File: src/necir_pkg.sv
// Shared types and constants for the NEC infrared pulse decoder.
// No dependencies; the top level, the classifier and the frame file refer to this package by scoped names.

package necir_pkg;

    // Field widths
    localparam int unsigned PulseWidth   = 16;
    localparam int unsigned CommandWidth = 8;
    localparam int unsigned FrameBits    = 32;
    localparam int unsigned CountWidth   = 6;
    localparam int unsigned CommandLsb   = 16;

    // Pulse width limits in microseconds (lower bound of the next class)
    localparam logic [PulseWidth-1:0] LimMin    = 16'd250;
    localparam logic [PulseWidth-1:0] LimShort  = 16'd1200;
    localparam logic [PulseWidth-1:0] LimLong   = 16'd2000;
    localparam logic [PulseWidth-1:0] LimRepeat = 16'd3000;
    localparam logic [PulseWidth-1:0] LimHeader = 16'd6000;
    localparam logic [PulseWidth-1:0] LimLeader = 16'd12000;

    // Full frame count
    localparam logic [CountWidth-1:0] CountFull = 6'd32;

    // Word kinds carried in tuser
    localparam logic ActionPulse = 1'b0;
    localparam logic ActionRead  = 1'b1;

    // Pulse class
    typedef enum logic [2:0] {
        PC_ERROR  = 3'd0,
        PC_SHORT  = 3'd1,
        PC_LONG   = 3'd2,
        PC_REPEAT = 3'd3,
        PC_HEADER = 3'd4,
        PC_LEADER = 3'd5
    } pulse_class_t;

    // Result word
    typedef struct packed {
        logic                    code_ready;
        logic [CommandWidth-1:0] command_byte;
    } result_t;

endpackage

File: src/nec_ir_pulse_decoder_unit.sv
// NEC infrared pulse decoder, top level: input register, classifier, frame state, result register.
// A word moves from the input register into the result register, which drives m_tvalid.
// Throughput: one word per cycle while m_tready keeps up; the two registers each hold one
// word, so a new word is taken while a finished result waits on m_tready.
// Reset: rst_n low clears the frame, the bit count and both valid flags at once.
// Depends on necir_pkg, necir_classify and necir_frame.

module nec_ir_pulse_decoder_unit
(
    input  logic                                clk,
    input  logic                                rst_n,
    // Input stream
    input  logic                                s_tvalid,
    output logic                                s_tready,
    input  logic [15:0]                         s_tdata,   // [15:0] pulse_time
    input  logic [0:0]                          s_tuser,   // [0] action
    // Result stream
    output logic                                m_tvalid,
    input  logic                                m_tready,
    output logic [7:0]                          m_tdata,   // [7:0] command_byte
    output logic [0:0]                          m_tuser    // [0] code_ready
);

    logic                              in_valid_reg;
    logic                              in_action_reg;
    logic [necir_pkg::PulseWidth-1:0]  in_time_reg;
    logic                              out_valid_reg;
    necir_pkg::result_t                out_reg;
    logic                              advance;
    necir_pkg::pulse_class_t           pulse_class;
    necir_pkg::result_t                result;

    // Move the held word on when the result register is free or being emptied
    assign advance  = in_valid_reg && (!out_valid_reg || m_tready);
    assign s_tready = !in_valid_reg || advance;

    // Input register
    always_ff @(posedge clk or negedge rst_n)
    begin
        if (!rst_n)
        begin
            in_valid_reg <= 1'b0;
        end
        else if (s_tready)
        begin
            in_valid_reg <= s_tvalid;
        end
    end

    always_ff @(posedge clk)
    begin
        if (s_tready && s_tvalid)
        begin
            in_action_reg <= s_tuser[0];
            in_time_reg   <= s_tdata;
        end
    end

    necir_classify u_classify
    (
        .pulse_time  (in_time_reg),
        .pulse_class (pulse_class)
    );

    necir_frame u_frame
    (
        .clk         (clk),
        .rst_n       (rst_n),
        .advance     (advance),
        .action      (in_action_reg),
        .pulse_class (pulse_class),
        .result      (result)
    );

    // Result register
    always_ff @(posedge clk or negedge rst_n)
    begin
        if (!rst_n)
        begin
            out_valid_reg <= 1'b0;
        end
        else if (!out_valid_reg || m_tready)
        begin
            out_valid_reg <= in_valid_reg;
        end
    end

    always_ff @(posedge clk)
    begin
        if (advance)
        begin
            out_reg <= result;
        end
    end

    assign m_tvalid   = out_valid_reg;
    assign m_tdata    = out_reg.command_byte;
    assign m_tuser[0] = out_reg.code_ready;

endmodule

File: src/necir_classify.sv
// Pulse width classifier: sorts a measured width into one of the NEC pulse classes.
// Depends on necir_pkg.

module necir_classify
(
    input  logic [necir_pkg::PulseWidth-1:0] pulse_time,
    output necir_pkg::pulse_class_t          pulse_class
);

    // Compare against the fixed limits, lowest first
    always_comb
    begin
        if (pulse_time < necir_pkg::LimMin)
        begin
            pulse_class = necir_pkg::PC_ERROR;
        end
        else if (pulse_time < necir_pkg::LimShort)
        begin
            pulse_class = necir_pkg::PC_SHORT;
        end
        else if (pulse_time < necir_pkg::LimLong)
        begin
            pulse_class = necir_pkg::PC_LONG;
        end
        else if (pulse_time < necir_pkg::LimRepeat)
        begin
            pulse_class = necir_pkg::PC_REPEAT;
        end
        else if (pulse_time < necir_pkg::LimHeader)
        begin
            pulse_class = necir_pkg::PC_HEADER;
        end
        else if (pulse_time < necir_pkg::LimLeader)
        begin
            pulse_class = necir_pkg::PC_LEADER;
        end
        else
        begin
            pulse_class = necir_pkg::PC_ERROR;
        end
    end

endmodule

File: src/necir_frame.sv
// Frame assembly: holds the received bits and the bit count, and forms the result word.
// Depends on necir_pkg.

module necir_frame
(
    input  logic                    clk,
    input  logic                    rst_n,
    input  logic                    advance,
    input  logic                    action,
    input  necir_pkg::pulse_class_t pulse_class,
    output necir_pkg::result_t      result
);

    logic [necir_pkg::FrameBits-1:0]  frame_reg;
    logic [necir_pkg::FrameBits-1:0]  frame_next;
    logic [necir_pkg::CountWidth-1:0] count_reg;
    logic [necir_pkg::CountWidth-1:0] count_next;
    logic                             frame_full;

    // Count never exceeds a full frame, so the top bit marks it
    assign frame_full = (count_reg == necir_pkg::CountFull);

    // Work out the next state and the result for the word in hand
    always_comb
    begin
        frame_next          = frame_reg;
        count_next          = count_reg;
        result.code_ready   = 1'b0;
        result.command_byte = '0;
        if (action == necir_pkg::ActionRead)
        begin
            if (frame_full)
            begin
                result.code_ready   = 1'b1;
                result.command_byte = frame_reg[necir_pkg::CommandLsb +: necir_pkg::CommandWidth];
                count_next          = '0;
            end
        end
        else if (!count_reg[necir_pkg::CountWidth-1])
        begin
            case (pulse_class)
                necir_pkg::PC_SHORT:
                begin
                    frame_next = {1'b0, frame_reg[necir_pkg::FrameBits-1:1]};
                    count_next = count_reg + 1'b1;
                end
                necir_pkg::PC_LONG:
                begin
                    frame_next = {1'b1, frame_reg[necir_pkg::FrameBits-1:1]};
                    count_next = count_reg + 1'b1;
                end
                necir_pkg::PC_HEADER:
                begin
                    frame_next = '0;
                    count_next = '0;
                end
                necir_pkg::PC_REPEAT:
                begin
                    if (count_reg == '0)
                    begin
                        count_next = necir_pkg::CountFull;
                    end
                end
                default:
                begin
                    count_next = '0;
                end
            endcase
        end
    end

    // Commit the state when the word moves on to the result register
    always_ff @(posedge clk or negedge rst_n)
    begin
        if (!rst_n)
        begin
            frame_reg <= '0;
            count_reg <= '0;
        end
        else if (advance)
        begin
            frame_reg <= frame_next;
            count_reg <= count_next;
        end
    end

endmodule

File: config.mk
export PLATFORM = sky130hd
export DESIGN_NAME = nec_ir_pulse_decoder_unit
export DESIGN_NICKNAME = d
export VERILOG_FILES = /design/src/necir_pkg.sv /design/src/nec_ir_pulse_decoder_unit.sv /design/src/necir_classify.sv /design/src/necir_frame.sv
export SDC_FILE = /design/constraint.sdc
export NUM_CORES = 1
export LEC_CHECK = 0
export BUFFER_PORTS_ARGS = -buffer_cell sky130_fd_sc_hd__buf_2
export CORE_MARGIN = 2
export CORE_UTILIZATION = 30
export DETAILED_ROUTE_END_ITERATION = 12
export PLACE_DENSITY = 0.45
export SLEW_MARGIN = 15
export SYNTH_ARGS = -nofsm -noshare
export SYNTH_HDL_FRONTEND = slang
export SYNTH_SLANG_ARGS = --single-unit
File: constraint.sdc
create_clock -name clk -period 2.56 [get_ports clk]
set_clock_uncertainty 0.05 [all_clocks]
set_input_delay 0.384 -clock clk [delete_from_list [all_inputs] [get_ports clk]]
set_output_delay 0.384 -clock clk [all_outputs]
set_load 0.005 [all_outputs]
==> results of run 1 <==
layout by cell type, fill, tap and decap left out, types with 4 or more instances in the layout:
cell      synthesis  layout
o21ai_0           6       6
a22oi_1          10      10
nand2_1          24      24
clkbuf_8          0       5
buf_2             1      30
inv_1             7       7
dfrtp_1          24      24
and2_1            4       4
edfxtp_1         25      25
a21oi_1           4       4
o21ai_2          10      10
nor2_1            6       6
buf_4             0       8
and3_1            9       9
nand3_1          16      16
o211ai_1          5       5
stage by stage:
| step | hold slack, ns | area (µm²) | util [%] |
|---|---|---|---|
| floorplan | 0.0384 | 2340 | - |
| global placement | 0.374 | 2630 | 34.3 |
| detailed placement | 0.376 | 2630 | 34.3 |
| CTS | 0.0329 | 2760 | 36.1 |
| global route | 0.0441 | 2760 | 36.1 |
| finish | 0.0106 | 2760 | 36.1 |
worst max-delay path, cell delays in order, from the launching register on:
cell and delay [ns]:
dfrtp_1 0.42, inv_1 0.09, ha_1 0.14, nor4b_1 0.26, buf_4 0.23, o2111ai_1 0.16, a21boi_1 0.18, and2_1 0.22
mux2_2 0.26
kinds of logic after synthesis:
family | Yosys count | share of synthesized area (%)
fa+ha+maj | 2 | 1.07
buf+inv | 15 | 3.27
flops | 49 | 57.8
compound gates | 53 | 19.6
mux | 2 | 0.910
simple gates | 76 | 17.3
report_power, final:
group	switching (mW)	total, mW	internal (mW)
Sequential	0.0189	0.881	0.862
Clock	0.272	0.665	0.393
Combinational	0.0584	0.0936	0.0353
Total	0.349	1.64	1.29
Yosys cell counts (2+ instances only):
cell type and number:
a21oi_1 4, a22oi_1 10, a22oi_2 2, a31o_2 2, a31oi_1 2, and2_1 4
and3_1 9, buf_6 2, clkbuf_1 4, dfrtp_1 24, edfxtp_1 25, ha_1 2
inv_1 7, nand2_1 24, nand2b_1 3, nand3_1 16, nand3_2 2, nor2_1 6
nor3_1 3, o211ai_1 5, o21a_1 2, o21ai_0 6, o21ai_2 10, o41ai_2 2
layout make-up:
class | instances | area (µm²)
fill | 791 | 4880
clock buffer | 5 | 68.8
inverter | 7 | 26.3
timing repair buffer | 38 | 210
multi-input combinational | 133 | 910
clock inverter | 3 | 68.8
sequential | 49 | 1350
tap | 102 | 128
metal layers:
layer / global-route usage [%] / wire length [µm]
met3: 2.47 / 117
met1: 16.7 / 2320
met5: 0 / 0
met4: 4.48 / 60
met2: 18.4 / 2110
worst max-delay path by stage:
stage	endpoint	startpoint	slack, ns	cells after the start
after global placement	u_frame.frame_reg[18]$_DFFE_PN0P_	in_time_reg[11]$_DFFE_PP_	0.37	6
after floorplan	u_frame.frame_reg[19]$_DFFE_PN0P_	in_time_reg[13]$_DFFE_PP_	0.62	7
after global routing	u_frame.frame_reg[18]$_DFFE_PN0P_	in_time_reg[11]$_DFFE_PP_	0.18	6
after detailed placement	u_frame.frame_reg[18]$_DFFE_PN0P_	in_time_reg[11]$_DFFE_PP_	0.46	6
final	u_frame.count_reg[0]$_DFFE_PN0P_	u_frame.count_reg[0]$_DFFE_PN0P_	0.44	8
after CTS	u_frame.frame_reg[18]$_DFFE_PN0P_	in_time_reg[11]$_DFFE_PP_	0.42	6
==> out/qor.csv, run 1 <==
stage,metric,value,unit
outcome,status,finished clean,
clock_tree,numCtsBuffers,5,
drt,drc,0,
worst_setup_path,critPathCaptureType,register,
synth,syn_nets,220,
worst_setup_path,timing.rr.end,u_frame.count_reg[0]$_DFFE_PN0P_,
timing,fmax,0.471,GHz
timing,tightest_slew,0.723,ns
worst_setup_path,worstPathRequired,2.71,ns
synth,syn-cell-area,0.00234,mm²
worst_setup_path,worstPathArrival,2.27,ns
place,gpl.final_weighted_congestion,0.800,
place,place_ws,0.461,ns
finish,drive_gt1_share,30.6,%
synth,synth_edf_count,25,
floorplan,rows,32,
drt,drt-initial-drc-count,81,
global_routing,grt_pass1_vias,1576,
timing,setup_viol,0,
clock_tree,clockBufferDepth,2,
floorplan,initial_core_util,30.6,%
place,dp_hpwl,3330,µm
drt,wirelength,4610,µm
timing,grt_setup_unrepaired,false,
drt,avgViaCountPerCell,4.84,
synth,synth_seq_cells,49,
worst_setup_path,startpoint_type,register,
clock_tree,path_clk_slew,0.10,ns
synth,synth_top_area_cell,edfxtp_1,
synth,async_flop_share,49.0,%
worst_setup_path,r2r_slack,0.44,ns
finish,largest_register_ffs,16,
clock_tree,cts_tree,done,
finish,stdcell_count,337,
place,post-place-cells,329,
synth,postSynthAreaPerCell,11.9,µm²
global_routing,antenna_found_initial,0,
drt,wire_per_inst,13.7,µm
power_and_ir_drop,power,1.64,mW
worst_setup_path,critPathKind,register to register,
power_and_ir_drop,powerDensity,594,mW/mm²
floorplan,die_width,92.3,µm
synth,yosysTopAreaCellShare,32.1,%
timing,slew_violations,0,
global_routing,grt_max_degree,25,
finish,fin_nets,257,
worst_setup_path,r2r_cells,8,
floorplan,die-height,92.3,µm
synth,netlist-cell-type-count,45,
clock_tree,cts_hold_buffers,0,
synth,synthTopCellsByArea,"edfxtp_1, dfrtp_1, nand2_1",
clock_tree,post_cts_resized,0,
finish,area_delta_synth_final,18.2,%
timing,finalHoldViolations,0,
synth,ys_warn_count,0,
global_routing,overflow,0,
clock_tree,postCtsSetupRepairBufs,0,
power_and_ir_drop,leakagePower,1.14,nW
clock_tree,clk_latency,0.30,ns
drt,final_antenna_net_count,0,
synth,synth_cells,197,
floorplan,io-pin-count,32,
timing,tns,0,ns
place,io_buffers,30,
timing,maxSlewHeadroom,51.8,%
clock_tree,cts-root-buf,clkbuf_8,
clock_tree,h-tree-depth,2,
global_routing,grtUsageTotal,12.0,%
timing,setup_ws,0.436,ns
min_path,hold_class,primary input to asynchronous set/reset pin,
floorplan,dieArea,0.00851,mm²
synth,synth_flop_cell,edfxtp_1,
synth,seq_area_frac_synth,57.8,%
worst_setup_path,worstPathMaxFanout,12,
run,cap_viol_max_count,0,
power_and_ir_drop,peakVddDrop,0.294,mV
timing,min_period,2.12,ns
drt,vias,1630,
timing,fin_crit_sh,82.9,%
floorplan,core_area,0.00765,mm²
finish,antenna_cells,0,
worst_setup_path,timing.rr.start,u_frame.count_reg[0]$_DFFE_PN0P_,
drt,drt-pass1-iter-count,4,
global_routing,grt_pass1_wl,7950,µm
clock_tree,clock-sinks,49,
Power figures use the tool's default switching activity.
==> inputs of run 2 (changes only) <==
- PLACE_DENSITY: 0.45 -> 0.47
- clock period: 2.56 -> 1.7 ns (I/O delays scaled with it)
==> run 2 against run 1 <==
Net effect: the run now ends with negative setup slack left; sequential cell count did not move; sequential share of layout area fell by 7.1 points; fmax rose by 9.4%; sequential power rose by 50%; first-iteration DRC count fell by 3.7%; largest power group unchanged; cell count rose by 12%; worst hold slack improved by 0.060 ns; global-route usage rose by 0.52 points; setup slack got worse by 0.68 ns; largest cell class unchanged; cell area rose by 17%; register-to-register slack got worse by 0.68 ns; core utilization rose by 6.1 points.
==> out/qor.csv, run 2 (synthesis results as in run 1) <==
stage,metric,value,unit,change
outcome,status,finished with violations,,
outcome,violations,negative setup slack,,
power_and_ir_drop,power,2.23,mW,+36%
timing,tightest_slew,0.569,ns,-0.154 ns
clock_tree,clockBufferDepth,2,,unchanged
timing,grt_setup_unrepaired,true,,
run,cap_viol_max_count,0,,unchanged
worst_setup_path,critPathCaptureType,register,,
place,post-place-cells,359,,+9.1%
power_and_ir_drop,powerDensity,689,mW/mm²,+16%
finish,antenna_cells,0,,unchanged
drt,drt-pass1-iter-count,4,,unchanged
worst_setup_path,worstPathRequired,1.90,ns,-0.81 ns
place,gpl.final_weighted_congestion,0.811,,+1.3%
worst_setup_path,worstPathMaxFanout,7,,-5
power_and_ir_drop,peakVddDrop,0.318,mV,+8.2%
clock_tree,clock-sinks,49,,unchanged
global_routing,grt_use_met1,16.9,%,+0.14 points
place,io_buffers,30,,unchanged
clock_tree,cts-root-buf,clkbuf_8,,
global_routing,overflow,0,,unchanged
finish,drive_gt1_share,50.4,%,+20 points
worst_setup_path,timing.rr.start,in_time_reg[4]$_DFFE_PP_,,
drt,vias,1770,,+8.6%
timing,slew_violations,0,,unchanged
place,dp_hpwl,3530,µm,+6.1%
clock_tree,h-tree-depth,2,,unchanged
global_routing,grt_pass1_vias,1693,,+7.4%
timing,setup_ws,-0.241,ns,-0.678 ns
global_routing,grt_max_degree,25,,unchanged
drt,wire_per_inst,13.2,µm,-3.5%
timing,min_period,1.94,ns,-0.182 ns
timing,fmax,0.515,GHz,+9.4%
global_routing,grt.busiest_layer,met2,,
finish,fin_nets,296,,+15%
timing,maxSlewHeadroom,62.1,%,+10 points
clock_tree,path_clk_slew,0.09,ns,about the same
finish,layout_common_cells,"buf_4, buf_2, edfxtp_1",,
global_routing,grtUsageTotal,12.5,%,+0.52 points
power_and_ir_drop,leakagePower,1.37,nW,+20%
clock_tree,cts_tree,done,,
drt,wirelength,4960,µm,+7.7%
finish,area_delta_synth_final,38.2,%,
floorplan,die_width,92.3,µm,unchanged
floorplan,core_area,0.00765,mm²,unchanged
drt,final_antenna_net_count,0,,unchanged
drt,avgViaCountPerCell,4.71,,-2.7%
floorplan,rows,32,,unchanged
drt,drc,0,,unchanged
timing,tns,-3.81,ns,-3.81 ns
worst_setup_path,critPathKind,register to register,,
finish,layout_commonest_cell,buf_4,,
timing,fin_crit_sh,114,%,+31 points
floorplan,initial_core_util,30.6,%,unchanged
min_path,min_from,s_tdata[15],,
floorplan,dieArea,0.00851,mm²,unchanged
global_routing,gr-usage-met3,2.47,%,unchanged
worst_setup_path,startpoint_type,register,,
finish,largest_register_ffs,16,,unchanged
worst_setup_path,worstPathArrival,2.14,ns,-0.13 ns
floorplan,io-pin-count,32,,unchanged
timing,setup_viol,22,,+22
clock_tree,clk_latency,0.30,ns,about the same
finish,stdcell_count,376,,+12%
worst_setup_path,cp-startpoint,in_time_reg[4]$_DFFE_PP_,,
global_routing,met2_usage,19.9,%,+1.5 points
drt,drt-initial-drc-count,78,,-3.7%
finish,final_util,42.2,%,+6.1 points
floorplan,die-height,92.3,µm,unchanged
min_path,hold_class,primary input to register,,
clock_tree,numCtsBuffers,5,,unchanged
global_routing,antenna_found_initial,0,,unchanged
timing,finalHoldViolations,0,,unchanged
global_routing,grt_pass1_wl,8270,µm,+4.1%
-- run 2: cell count changes in the layout (fill, tap and decap cells not counted), sizes merged --
cell	delta
buf	+38
bufinv	-2
clkinv	+1
clkinvlp	+1
dlygate4sd3	+1
-- run 2: worst paths after layout --
path / to / slack [ns] / cells past startpoint
max: u_frame.count_reg[0]$_DFFE_PN0P_ / -0.24 / 5
min: in_time_reg[15]$_DFFE_PP_ / 0.07 / 1
max reg2reg: u_frame.count_reg[0]$_DFFE_PN0P_ / -0.24 / 5
min reg2reg: m_tvalid$_DFFE_PN0P_ / 0.47 / 2
max in group asynchronous: u_frame.frame_reg[25]$_DFFE_PN0P_ / 0.80 / 2
min in group asynchronous: u_frame.frame_reg[21]$_DFFE_PN0P_ / 0.42 / 2
-- run 2: final cells by class --
cell class	count	area [µm²]
fill	726	4420
sequential	49	1350
multi-input combinational	133	1090
timing repair buffer	77	546
tap	102	128
clock buffer	5	68.8
inverter	7	26.3
clock inverter	3	21.3
-- run 2: metal layers --
layer / vias up / share of wire (%)
met5: - / 0
met4: 0 / 1.7
met3: 4 / 2.3
met2: 24 / 48
met1: 843 / 48
li1: 899 / -
-- run 2: worst max-delay path, cell delays in order (launching register included) --
cell      delay [ns]
edfxtp_1        0.41
o211a_1         0.30
a2111o_4        0.53
nor3_4          0.26
buf_6           0.19
mux2_4          0.16
-- run 2: timing repair --
item,4_1_cts,5_1_grt
gates cloned,1,0
setup buffers,5,2
hold buffers,1,0
pin swaps,8,5
resized for setup,30,10
endpoints found under the setup margin,22,38
hold endpoints to repair,24,0
-- run 2: per-stage QoR --
step	hold WS [ns]	setup slack (ns)	cell area, µm²
CTS	0.0623	-0.179	3170
detailed placement	0.238	-0.334	2890
global placement	0.245	-0.326	2890
global route	0.0567	-0.323	3230
floorplan	-0.0906	-0.181	2380
finish	0.0701	-0.241	3230
-- run 2: report_power, final --
group | total (mW) | internal (mW) | leakage (nW) | switching [mW]
combinational | 0.215 | 0.0977 | 0.861 | 0.117
clock | 0.694 | 0.292 | 0.0445 | 0.402
sequential | 1.32 | 1.30 | 0.461 | 0.0188
==> inputs of run 3 (changes only) <==
- ABC_AREA: not set -> 1
- CELL_PAD_IN_SITES_DETAIL_PLACEMENT: not set -> 1
- CELL_PAD_IN_SITES_GLOBAL_PLACEMENT: not set -> 1
- PLACE_DENSITY: 0.47 -> 0.58
==> run 3 against run 2 <==
Net effect: the flow still finishes with violations (negative setup slack); clock-buffer cell count is 1 higher; die area is 2.3% higher; power is 25% higher; first-iteration DRC count is 15% lower; clock power is 21% higher; critical endpoint is now u_frame.frame_reg[25]$_DFFE_PN0P_; register-to-register slack better by 0.12 ns; sequential power is 5% higher; critical path type unchanged; critical path depth is 6 higher; fmax is 6.4% higher.
==> out/qor.csv, run 3 <==
stage,metric,value,unit,change
drt,wire_per_inst,11.8,µm,-11%
outcome,violations,negative setup slack,,
min_path,min_from,s_tdata[2],,
timing,setup_viol,22,,unchanged
worst_setup_path,max_stage_delay,0.44,ns,-0.09 ns
run,cap_viol_max_count,0,,unchanged
synth,syn-cell-area,0.00239,mm²,+2.4%
worst_setup_path,cp-startpoint,in_time_reg[11]$_DFFE_PP_,,
timing,finalHoldViolations,0,,unchanged
finish,area_delta_synth_final,30.7,%,
floorplan,initial_core_util,31.0,%,+0.40 points
finish,layout_common_cells,"nand2_1, inv_1, buf_2",,
min_path,whs_path_depth,1,,unchanged
drt,drt-pass1-iter-count,3,,-1
drt,avgViaCountPerCell,4.48,,-4.9%
power_and_ir_drop,power_frac_seq,49.9,%,-9.2 points
power_and_ir_drop,leakagePower,1.46,nW,+6.8%
synth,synth_seq_cells,49,,unchanged
floorplan,rows,32,,unchanged
synth,async_flop_share,49.0,%,unchanged
finish,stdcell_count,433,,+15%
floorplan,core_area,0.00773,mm²,+1.0%
timing,maxSlewHeadroom,61.5,%,-0.51 points
global_routing,met2_usage,22.2,%,+2.3 points
global_routing,grt_pass1_wl,9130,µm,+10%
place,place_ws,-0.140,ns,+0.193 ns
place,dp_hpwl,3760,µm,+6.6%
clock_tree,path_clk_slew,0.09,ns,about the same
synth,syn_nets,292,,+33%
finish,largest_register_ffs,16,,unchanged
floorplan,die_width,93.3,µm,+1.1%
floorplan,dieArea,0.00870,mm²,+2.3%
global_routing,grt.busiest_layer,met2,,
synth,seq_area_frac_synth,56.5,%,-1.3 points
power_and_ir_drop,p_sw,0.799,mW,+48%
drt,drc,0,,unchanged
synth,synthTopCellsByArea,"edfxtp_1, dfrtp_1, nand2_1",,
global_routing,grtUsageTotal,13.2,%,+0.69 points
finish,fin_nets,353,,+19%
synth,synth_most_common_cell,nand2_1,,
finish,layout_commonest_cell,nand2_1,,
global_routing,gr-usage-met3,2.66,%,+0.19 points
floorplan,io-pin-count,32,,unchanged
clock_tree,cts-root-buf,clkbuf_8,,
worst_setup_path,critPathCaptureType,register,,
worst_setup_path,crit_chain,inv_2 > nand2_2 > nor2_4 > buf_6 > a21oi_2 > buf_4 > o211ai_4 > nand2_4 > nand2_8 > nand2_1 > nand2_1,,
power_and_ir_drop,intPower,1.98,mW,+17%
worst_setup_path,critPathKind,register to register,,
timing,fin_crit_sh,107,%,-6.9 points
place,io_buffers,30,,unchanged
power_and_ir_drop,p_comb_share,19.8,%,+10 points
place,gpl.final_weighted_congestion,0.747,,-7.9%
power_and_ir_drop,swShare,28.8,%,+4.6 points
global_routing,overflow,0,,unchanged
drt,wirelength,5100,µm,+2.8%
clock_tree,clock-sinks,49,,unchanged
drt,vias,1938,,+9.5%
worst_setup_path,worstPathArrival,2.02,ns,-0.12 ns
timing,min_period,1.82,ns,-0.117 ns
outcome,status,finished with violations,,
timing,setup_ws,-0.124,ns,+0.117 ns
clock_tree,cts_tree,done,,
synth,synth_cells,269,,+37%
drt,final_antenna_net_count,0,,unchanged
global_routing,grt_pass1_vias,1946,,+15%
worst_setup_path,r2r_slack,-0.12,ns,+0.12 ns
synth,ys_warn_count,0,,unchanged
timing,tightest_slew,0.577,ns,+0.00769 ns
power_and_ir_drop,clock_power_share,30.3,%,-0.9 points
clock_tree,numCtsBuffers,5,,unchanged
clock_tree,clockBufferDepth,2,,unchanged
finish,drive_gt1_share,36.0,%,-14 points
synth,synth_edf_count,25,,unchanged
power_and_ir_drop,power,2.78,mW,+25%
timing,slew_violations,0,,unchanged
drt,drt-initial-drc-count,66,,-15%
finish,antenna_cells,0,,unchanged
worst_setup_path,r2r_cells,11,,+6
timing,grt_setup_unrepaired,true,,
synth,yosysTopAreaCellShare,31.4,%,-0.74 points
min_path,hold_class,primary input to register,,
worst_setup_path,slowest_stage,edfxtp_1,,
floorplan,die-height,93.3,µm,+1.1%
synth,synth_top_area_cell,edfxtp_1,,
worst_setup_path,startpoint_type,register,,
clock_tree,h-tree-depth,2,,unchanged
finish,num-fill-cells,905,,+25%
worst_setup_path,cpMostUsedCell,nand2_1,,
power_and_ir_drop,powerDensity,889,mW/mm²,+29%
timing,fmax,0.548,GHz,+6.4%
finish,final_util,40.5,%,-1.8 points
global_routing,grt_use_met1,17.1,%,+0.22 points
synth,postSynthAreaPerCell,8.89,µm²,-25%
finish,multi_input_area,0.00101,mm²,-6.9%
worst_setup_path,worstPathRequired,1.90,ns,about the same
finish,seqCellArea,0.00135,mm²,unchanged
synth,netlist-cell-type-count,25,,-44%
global_routing,antenna_found_initial,0,,unchanged
synth,synth_flop_cell,edfxtp_1,,
power_and_ir_drop,peakVddDrop,0.363,mV,+14%
global_routing,grt_max_degree,25,,unchanged
place,post-place-cells,418,,+16%
worst_setup_path,timing.rr.start,in_time_reg[11]$_DFFE_PP_,,
worst_setup_path,worstPathMaxFanout,8,,+1
clock_tree,clk_latency,0.30,ns,about the same
synth,synth_common_cells,"nand2_1, inv_1, edfxtp_1, nor2_1, dfrtp_1",,
==> run 3: final timing paths <==
path | end
hold / removal | in_time_reg[2]$_DFFE_PP_
setup / recovery | u_frame.frame_reg[25]$_DFFE_PN0P_
max in group asynchronous | u_frame.count_reg[5]$_DFFE_PN0P_
min in group asynchronous | u_frame.frame_reg[24]$_DFFE_PN0P_
hold reg to reg | u_frame.frame_reg[16]$_DFFE_PN0P_
setup reg to reg | u_frame.frame_reg[25]$_DFFE_PN0P_
==> run 3: layout make-up <==
class	count	share of cell area, %
Clock inverter	2	1.24
Inverter	41	5.08
Clock buffer	6	2.32
Sequential cell	49	43.2
Multi-Input combinational cell	176	32.5
Tap cell	102	4.08
Timing Repair Buffer	57	11.6
==> run 3: cell families (layout without fill, tap and decap cells) <==
kind of cell	count (synthesis)	in the layout	share of synthesized area [%]
buf+inv	45	106	8.11
simple gates	160	161	30.5
flops	49	49	56.5
compound gates	11	11	3.14
fa+ha+maj	2	2	1.05
xor+xnor	2	2	0.732
==> run 3: power by group through the flow <==
stage,clock network [mW],registers [mW],logic [mW]
after global routing,0.917,1.40,0.620
after CTS,0.882,1.39,0.505
after global placement,0,1.40,0.429
after floorplan,0,1.41,0.257
final,0.842,1.39,0.551
after detailed placement,0,1.41,0.440
==> run 3: layer usage <==
metal	share of wire, %	vias up	wire [µm]
li1	-	981	-
met1	46	926	2360
met2	49	25	2520
met3	3.0	6	151
met4	1.4	0	70
met5	0	-	0
==> run 3: metrics by stage <==
stage | cell area [µm²] | hold WS, ns | TNS (ns)
after floorplan | 2390 | -0.0906 | -0.291
after global placement | 2790 | 0.233 | -2.02
after detailed placement | 2790 | 0.240 | -2.69
after CTS | 3020 | 0.0556 | -1.78
after global routing | 3130 | 0.0543 | -5.73
final | 3130 | 0.0700 | -2.34
==> run 3: worst max-delay path: cells and delay by family (launching register included) <==
family,cells,cell delay [ns]
AND/OR/NAND/NOR,6,0.59
flip-flops,1,0.44
buffers and inverters,3,0.36
AO/OA/AOI/OAI,2,0.33
==> run 3: repair_timing <==
item,4_1_cts,5_1_grt
buffers inserted,1,4
endpoints found under the setup margin,30,30
cloned,1,0
pin swaps,2,14
endpoints found under the hold margin,24,0
hold buffers,1,0
gates resized for setup,25,24
